--- src/hw/rtl/pu_pkg.sv ---
// package: microcode word, datapath control and status types, factorial table
package pu_pkg;

  localparam int PC_W   = 3;
  localparam int N_W    = 4;
  localparam int RANK_W = 29;

  localparam logic [2:0] OP_IDLE = 3'd0;
  localparam logic [2:0] OP_INIT = 3'd1;
  localparam logic [2:0] OP_DIV  = 3'd2;
  localparam logic [2:0] OP_EMIT = 3'd3;
  localparam logic [2:0] OP_NEXT = 3'd4;
  localparam logic [2:0] OP_ERR  = 3'd5;

  localparam logic [2:0] C_ALWAYS = 3'd0;
  localparam logic [2:0] C_ACCEPT = 3'd1;
  localparam logic [2:0] C_BAD    = 3'd2;
  localparam logic [2:0] C_GE     = 3'd3;
  localparam logic [2:0] C_LAST   = 3'd4;

  typedef struct packed {
    logic [2:0]      op;
    logic [2:0]      cond;
    logic [PC_W-1:0] target;
    logic [PC_W-1:0] nxt;
  } cw_t;

  typedef struct packed {
    logic [2:0] op;
    logic       ready;
  } ctrl_t;

  typedef struct packed {
    logic in_valid;
    logic bad;
    logic ge;
    logic last;
    logic free;
  } stat_t;

  function automatic logic [RANK_W-1:0] fact_of(input logic [N_W-1:0] i);
    logic [RANK_W-1:0] f;
    case (i)
      4'd0:    f = 29'd1;
      4'd1:    f = 29'd1;
      4'd2:    f = 29'd2;
      4'd3:    f = 29'd6;
      4'd4:    f = 29'd24;
      4'd5:    f = 29'd120;
      4'd6:    f = 29'd720;
      4'd7:    f = 29'd5040;
      4'd8:    f = 29'd40320;
      4'd9:    f = 29'd362880;
      4'd10:   f = 29'd3628800;
      4'd11:   f = 29'd39916800;
      4'd12:   f = 29'd479001600;
      default: f = 29'd0;
    endcase
    return f;
  endfunction

endpackage

--- src/hw/rtl/pu_if.sv ---
// stream interfaces for the input and result channels
interface pu_in_if;
  logic                      valid;
  logic                      ready;
  logic [pu_pkg::N_W-1:0]    perm_length;
  logic [pu_pkg::RANK_W-1:0] rank;
  modport source (output valid, output perm_length, output rank, input ready);
  modport sink   (input valid, input perm_length, input rank, output ready);
  modport mon    (input valid, input perm_length, input rank, input ready);
endinterface

interface pu_out_if;
  logic       valid;
  logic       ready;
  logic [3:0] element;
  logic       last;
  logic       error;
  modport source (output valid, output element, output last, output error, input ready);
  modport sink   (input valid, input element, input last, input error, output ready);
  modport mon    (input valid, input element, input last, input error, input ready);
endinterface

--- src/hw/rtl/pu_seq.sv ---
// microcode sequencer: step counter, control rom and conditional jumps
module pu_seq (
  input  logic          clk,
  input  logic          rst_n,
  input  pu_pkg::stat_t stat,
  output pu_pkg::ctrl_t ctrl
);
  import pu_pkg::*;

  localparam int ROM_D = 2 ** PC_W;

  localparam cw_t ROM [ROM_D] = '{
    '{op: OP_IDLE, cond: C_ACCEPT, target: 3'd1, nxt: 3'd0},
    '{op: OP_INIT, cond: C_BAD,    target: 3'd5, nxt: 3'd2},
    '{op: OP_DIV,  cond: C_GE,     target: 3'd2, nxt: 3'd3},
    '{op: OP_EMIT, cond: C_LAST,   target: 3'd0, nxt: 3'd4},
    '{op: OP_NEXT, cond: C_ALWAYS, target: 3'd2, nxt: 3'd2},
    '{op: OP_ERR,  cond: C_ALWAYS, target: 3'd0, nxt: 3'd0},
    '{op: OP_IDLE, cond: C_ALWAYS, target: 3'd0, nxt: 3'd0},
    '{op: OP_IDLE, cond: C_ALWAYS, target: 3'd0, nxt: 3'd0}
  };

  logic [PC_W-1:0] pc_r, pc_nxt;
  cw_t             cw;
  logic            take;
  logic            stall;

  assign cw = ROM[pc_r];

  always_comb begin
    case (cw.cond)
      C_ACCEPT: take = stat.in_valid;
      C_BAD:    take = stat.bad;
      C_GE:     take = stat.ge;
      C_LAST:   take = stat.last;
      default:  take = 1'b1;
    endcase
  end

  assign stall = (cw.op == OP_EMIT || cw.op == OP_ERR) && !stat.free;

  always_comb begin
    if (stall) begin
      pc_nxt = pc_r;
    end else if (take) begin
      pc_nxt = cw.target;
    end else begin
      pc_nxt = cw.nxt;
    end
  end

  always_ff @(posedge clk) begin
    if (!rst_n) begin
      pc_r <= '0;
    end else begin
      pc_r <= pc_nxt;
    end
  end

  assign ctrl.op    = cw.op;
  assign ctrl.ready = (cw.op == OP_IDLE);

endmodule

--- src/hw/rtl/pu_dp.sv ---
// datapath: rank and factorial registers, used-value mask, result register
module pu_dp #(
  parameter int MAX_N = 9
) (
  input  logic                      clk,
  input  logic                      rst_n,
  input  pu_pkg::ctrl_t             ctrl,
  output pu_pkg::stat_t             stat,
  input  logic                      in_valid,
  input  logic [pu_pkg::N_W-1:0]    in_perm_length,
  input  logic [pu_pkg::RANK_W-1:0] in_rank,
  input  logic                      out_ready,
  output logic                      out_valid,
  output logic [3:0]                out_element,
  output logic                      out_last,
  output logic                      out_error
);
  import pu_pkg::*;

  logic [N_W-1:0]    n_r, n_nxt;
  logic [RANK_W-1:0] rank_r, rank_nxt;
  logic [RANK_W-1:0] fact_r, fact_nxt;
  logic [N_W-1:0]    rem_r, rem_nxt;
  logic [N_W-1:0]    cand_r, cand_nxt;
  logic [MAX_N-1:0]  used_r, used_nxt;
  logic              ov_r, ov_nxt;
  logic [3:0]        el_r, el_nxt;
  logic              last_r, last_nxt;
  logic              err_r, err_nxt;
  logic              free;

  function automatic logic [N_W-1:0] next_free(input logic [MAX_N-1:0] mask,
                                               input logic [N_W-1:0] from);
    logic [N_W-1:0] v;
    v = '0;
    for (int i = MAX_N - 1; i >= 0; i--) begin
      if (!mask[i] && (N_W'(i + 1) > from)) begin
        v = N_W'(i + 1);
      end
    end
    return v;
  endfunction

  assign free = !ov_r || out_ready;

  assign stat.in_valid = in_valid;
  assign stat.bad  = (n_r == '0) || (n_r > N_W'(MAX_N)) || (rank_r == '0) ||
                     (rank_r > fact_of(n_r));
  assign stat.ge   = rank_r >= fact_r;
  assign stat.last = rem_r == N_W'(1);
  assign stat.free = free;

  always_comb begin
    n_nxt    = n_r;
    rank_nxt = rank_r;
    fact_nxt = fact_r;
    rem_nxt  = rem_r;
    cand_nxt = cand_r;
    used_nxt = used_r;
    ov_nxt   = ov_r && !out_ready;
    el_nxt   = el_r;
    last_nxt = last_r;
    err_nxt  = err_r;
    unique case (ctrl.op)
      OP_IDLE: begin
        if (in_valid) begin
          n_nxt    = in_perm_length;
          rank_nxt = in_rank;
        end
      end
      OP_INIT: begin
        rank_nxt = rank_r - RANK_W'(1);
        fact_nxt = fact_of(n_r - N_W'(1));
        rem_nxt  = n_r;
        used_nxt = '0;
        cand_nxt = N_W'(1);
      end
      OP_DIV: begin
        if (stat.ge) begin
          rank_nxt = rank_r - fact_r;
          cand_nxt = next_free(used_r, cand_r);
        end
      end
      OP_EMIT: begin
        if (free) begin
          ov_nxt   = 1'b1;
          el_nxt   = cand_r;
          last_nxt = stat.last;
          err_nxt  = 1'b0;
          rem_nxt  = rem_r - N_W'(1);
          for (int i = 0; i < MAX_N; i++) begin
            if (cand_r == N_W'(i + 1)) begin
              used_nxt[i] = 1'b1;
            end
          end
        end
      end
      OP_NEXT: begin
        fact_nxt = fact_of(rem_r - N_W'(1));
        cand_nxt = next_free(used_r, '0);
      end
      OP_ERR: begin
        if (free) begin
          ov_nxt   = 1'b1;
          el_nxt   = 4'd0;
          last_nxt = 1'b1;
          err_nxt  = 1'b1;
        end
      end
      default: begin
      end
    endcase
  end

  always_ff @(posedge clk) begin
    if (!rst_n) begin
      ov_r <= 1'b0;
    end else begin
      ov_r <= ov_nxt;
    end
  end

  always_ff @(posedge clk) begin
    n_r    <= n_nxt;
    rank_r <= rank_nxt;
    fact_r <= fact_nxt;
    rem_r  <= rem_nxt;
    cand_r <= cand_nxt;
    used_r <= used_nxt;
    el_r   <= el_nxt;
    last_r <= last_nxt;
    err_r  <= err_nxt;
  end

  assign out_valid   = ov_r;
  assign out_element = el_r;
  assign out_last    = last_r;
  assign out_error   = err_r;

endmodule

--- src/hw/rtl/permutation_unrank.sv ---
// top level: lexicographic permutation unranking, microcoded
//
//   channel  dir  transfer payload
//   in_ch    in   perm_length[3:0], rank[28:0]
//   out_ch   out  element[3:0], last, error
//
// one item at a time; per element the rank digit is found by repeated
// subtraction of (r-1)!, one subtract per cycle, and the element is then
// emitted; an out-of-range request gives an error result instead
// synchronous active-low reset clears the step counter and result valid
// a stalled result holds the sequencer on its emit or error step
module permutation_unrank #(
  parameter int MAX_N = 9
) (
  input logic      clk,
  input logic      rst_n,
  pu_in_if.sink    in_ch,
  pu_out_if.source out_ch
);
  import pu_pkg::*;

  ctrl_t ctrl;
  stat_t stat;

  pu_seq u_seq (
    .clk   (clk),
    .rst_n (rst_n),
    .stat  (stat),
    .ctrl  (ctrl)
  );

  pu_dp #(.MAX_N(MAX_N)) u_dp (
    .clk            (clk),
    .rst_n          (rst_n),
    .ctrl           (ctrl),
    .stat           (stat),
    .in_valid       (in_ch.valid),
    .in_perm_length (in_ch.perm_length),
    .in_rank        (in_ch.rank),
    .out_ready      (out_ch.ready),
    .out_valid      (out_ch.valid),
    .out_element    (out_ch.element),
    .out_last       (out_ch.last),
    .out_error      (out_ch.error)
  );

  assign in_ch.ready = ctrl.ready;

endmodule

--- src/flat_wrapper.sv ---
// flat-port wrapper written by rule: the top's interface ports become plain ports
module permutation_unrank_flat import pu_pkg::*;
#(
  parameter int MAX_N = 9
)
  (clk, rst_n, in_ch_valid, in_ch_perm_length, in_ch_rank, in_ch_ready, out_ch_valid, out_ch_element, out_ch_last, out_ch_error, out_ch_ready);
  pu_in_if in_ch_i ();
  pu_out_if out_ch_i ();
  input logic clk;
  input logic rst_n;
  input wire logic [$bits(in_ch_i.valid)-1:0] in_ch_valid;
  input wire logic [$bits(in_ch_i.perm_length)-1:0] in_ch_perm_length;
  input wire logic [$bits(in_ch_i.rank)-1:0] in_ch_rank;
  output wire logic [$bits(in_ch_i.ready)-1:0] in_ch_ready;
  output wire logic [$bits(out_ch_i.valid)-1:0] out_ch_valid;
  output wire logic [$bits(out_ch_i.element)-1:0] out_ch_element;
  output wire logic [$bits(out_ch_i.last)-1:0] out_ch_last;
  output wire logic [$bits(out_ch_i.error)-1:0] out_ch_error;
  input wire logic [$bits(out_ch_i.ready)-1:0] out_ch_ready;
  assign in_ch_i.valid = in_ch_valid;
  assign in_ch_i.perm_length = in_ch_perm_length;
  assign in_ch_i.rank = in_ch_rank;
  assign in_ch_ready = in_ch_i.ready;
  assign out_ch_valid = out_ch_i.valid;
  assign out_ch_element = out_ch_i.element;
  assign out_ch_last = out_ch_i.last;
  assign out_ch_error = out_ch_i.error;
  assign out_ch_i.ready = out_ch_ready;
  permutation_unrank #(.MAX_N(MAX_N)) u_core (.clk(clk), .rst_n(rst_n), .in_ch(in_ch_i), .out_ch(out_ch_i));
endmodule
--- config.mk ---
export PLATFORM = sky130hd
export DESIGN_NAME = permutation_unrank_flat
export DESIGN_NICKNAME = d
export VERILOG_FILES = /design/src/hw/rtl/pu_pkg.sv /design/src/hw/rtl/pu_if.sv /design/src/hw/rtl/pu_seq.sv /design/src/hw/rtl/pu_dp.sv /design/src/hw/rtl/permutation_unrank.sv /design/src/flat_wrapper.sv
export SDC_FILE = /design/constraint.sdc
export NUM_CORES = 1
export LEC_CHECK = 0
export BUFFER_PORTS_ARGS = -buffer_cell sky130_fd_sc_hd__buf_4
export CORE_UTILIZATION = 60
export DETAILED_ROUTE_END_ITERATION = 16
export PLACE_DENSITY = 0.89
export SETUP_SLACK_MARGIN = 0.15
export SLEW_MARGIN = 10
export SYNTH_ARGS = -nofsm -noshare
export SYNTH_HDL_FRONTEND = slang
export SYNTH_HIERARCHICAL = 1
export SYNTH_SLANG_ARGS = --single-unit
--- constraint.sdc ---
create_clock -name clk -period 5.4 [get_ports clk]
set_input_delay 1.08 -clock clk [delete_from_list [all_inputs] [get_ports clk]]
set_output_delay 1.08 -clock clk [all_outputs]
set_load 0.01 [all_outputs]
==> results.py <==
metrics = {
    "routing": {
        "firstDrtPassIters": 7,
        "num_vias": 7307,
        "wl_um": 21800,
        "vias_per_cell": 6.62,
        "wire_per_inst_um": 19.7,
        "drtIter0Drc": 984,
        "drc": 0,
        "ant_nets": 0,
    },
    "place": {
        "port_buffers": 44,
        "pre_cts_slack_ns": 1.82,
        "hpwl_um": 16300,
        "gp_congestion": 1.02,
    },
    "worst_setup_path": {
        "path_class": "reg -> reg",
        "worstPathArrival_ns": 3.92,
        "crit_required_ns": 5.65,
        "cp_max_fo": 5,
        "cp-end-kind": "flop",
        "cp-start-kind": "flop",
    },
    "clock_tree": {
        "clk_latency_ns": 0.36,
        "cts_resized": 0,
        "cts.root.buffer_cell": "clkbuf_16",
        "cts_max_path_buffers": 2,
        "htreeDepth": 3,
        "cts_tree": "yes",
        "postCtsSetupBuffers": 0,
        "ctsHoldBuffers": 0,
        "clk_pin_slew_ns": 0.07,
        "cts.sinks": 102,
        "cts-buffers-inserted": 9,
    },
    "synth": {
        "syn_area_per_cell_um2": 8.77,
        "synthesis.nets": 1022,
        "synth_seq_cells": 102,
        "synth.top_cell.area_share_pct": 29.1,
        "ys_top_cells_by_area": "edfxtp_1, ha_1, dfxtp_1",
        "synth_cells": 907,
        "syn-cell-area_mm2": 0.00796,
        "synth_ff_type": "edfxtp_1",
        "yosysWarningCount": 6,
        "synth_edf_count": 77,
        "seq_area_frac_synth_pct": 35.4,
        "yosysTopAreaCell": "edfxtp_1",
        "synth_common_cells": "edfxtp_1, ha_1, inv_1, nor2_1, nand2_1",
        "synthDistinctLibCells": 71,
        "synth_async_sr_flop_share_pct": 0,
    },
    "timing": {
        "clock.fmax_mhz": 272,
        "min_period_ns": 3.67,
        "setup_ws_ns": 1.73,
        "setup_violations": 0,
        "fin_setup_tns_ns": 0,
        "hold_viol": 0,
        "rsz0062_at_grt": "no",
        "worstMarginPinSlew_ns": 1.31,
        "slew_headroom_pct": 12.3,
        "fin_crit_sh_pct": 68.0,
        "worst_clock_skew_ns": 0.0122,
        "finalMaxSlewViolations": 0,
    },
    "finish": {
        "nets": 1042,
        "syn2layout_area_growth_pct": 9.34,
        "multi_input_area_mm2": 0.00472,
        "antenna_cells": 0,
        "drive_gt1_share_pct": 8.91,
        "fillers": 975,
        "seq_area_mm2": 0.00281,
    },
    "global_routing": {
        "grt_usage_pct": 33.7,
        "antenna_found_initial": 0,
        "grt_pass1_vias": 6885,
        "grt-ovfl-total": 0,
        "grt_pass1_wl_um": 34900,
        "grt_start_max_net_pins": 30,
    },
    "floorplan": {
        "rows": 41,
        "dieArea_mm2": 0.0137,
        "die_h_um": 117,
        "core_area_mm2": 0.0128,
        "start_util_pct": 62.3,
        "die_w_um": 117,
        "io_pins": 45,
    },
    "worst_hold_path": {
        "hold_class": "reg -> reg",
    },
    "run_status": {
        "outcome": "finished clean",
    },
    "job": {
        "max_cap_violations": 0,
    },
}
-- path summary, 6_finish.rpt --
path	startpoint	to	slack [ns]	cells after the start
setup / recovery	u_core/u_dp/rank_r[27]	u_core/u_seq/pc_r[0]	1.73	10
hold / removal	u_core/u_dp/n_r[1]	u_core/u_dp/rem_r[1]	0.68	2
setup reg to reg	u_core/u_dp/rank_r[27]	u_core/u_seq/pc_r[0]	1.73	10
hold reg to reg	u_core/u_dp/n_r[1]	u_core/u_dp/rem_r[1]	0.68	2
-- cell type report --
| cell class | instances | share of cell area [%] |
|---|---|---|
| well taps | 172 | 2.47 |
| inverters | 77 | 3.32 |
| clock buffers | 9 | 2.59 |
| clock inverters | 7 | 0.906 |
| repair buffers | 48 | 4.14 |
| multi-input cells | 689 | 54.2 |
| flip-flops and latches | 102 | 32.3 |
-- routing by layer --
layer | wire length [um] | up-vias | share of wire (%) | GRT usage, %
met1 | 8610 | 3378 | 40 | 44.4
met3 | 2380 | 83 | 11 | 6.69
li1 | - | 3356 | - | -
met2 | 9810 | 490 | 45 | 52.2
met5 | 0 | - | 0 | 0
met4 | 966 | 0 | 4.4 | 18.7
-- worst max-delay path, stage by stage (launching register included) --
cell	delay, ns
edfxtp_1	0.50
ha_1	0.36
nand4_1	0.09
or4_4	0.51
or4_1	0.57
or4_1	0.50
a21o_1	0.23
nor4b_1	0.25
a22oi_1	0.17
o21a_1	0.16
o311ai_2	0.23
-- cell usage in the layout, fill, tap and decap left out, types with 13 or more instances in the layout --
cell type | synthesis | final
nand2_1 | 75 | 75
xor2_1 | 36 | 36
a22oi_1 | 23 | 23
xnor2_1 | 20 | 20
nor3_1 | 25 | 25
buf_4 | 2 | 48
a21oi_1 | 57 | 57
nor2_1 | 77 | 77
nand3_1 | 13 | 13
ha_1 | 77 | 77
edfxtp_1 | 77 | 77
a31oi_1 | 16 | 16
nand4_1 | 14 | 14
dfxtp_1 | 25 | 25
inv_1 | 77 | 77
o21ai_0 | 57 | 57
nand2b_1 | 14 | 14
-- through the flow --
step / cell area [um2] / std cells / utilization, % / hold slack [ns]
detailed placement: 8390 / 1088 / 65.7 / 0.659
global route: 8700 / 1104 / 68.1 / 0.730
CTS: 8700 / 1104 / 68.1 / 0.671
finish: 8700 / 1104 / 68.1 / 0.682
global placement: 8390 / 1088 / 65.7 / 0.640
floorplan: 7960 / 907 / - / 0.607
-- logic make-up after synthesis --
family | count (synthesis) | share of synthesized area [%]
compound gates | 251 | 20.5
fa+ha+maj | 78 | 12.4
mux | 7 | 0.897
simple gates | 297 | 19.1
buf+inv | 116 | 5.61
flops | 102 | 35.4
xor+xnor | 56 | 6.17
Power is left out: the tool's default activity adds up to more than one toggle a clock period on the data nets, which glitch-free logic cannot reach.
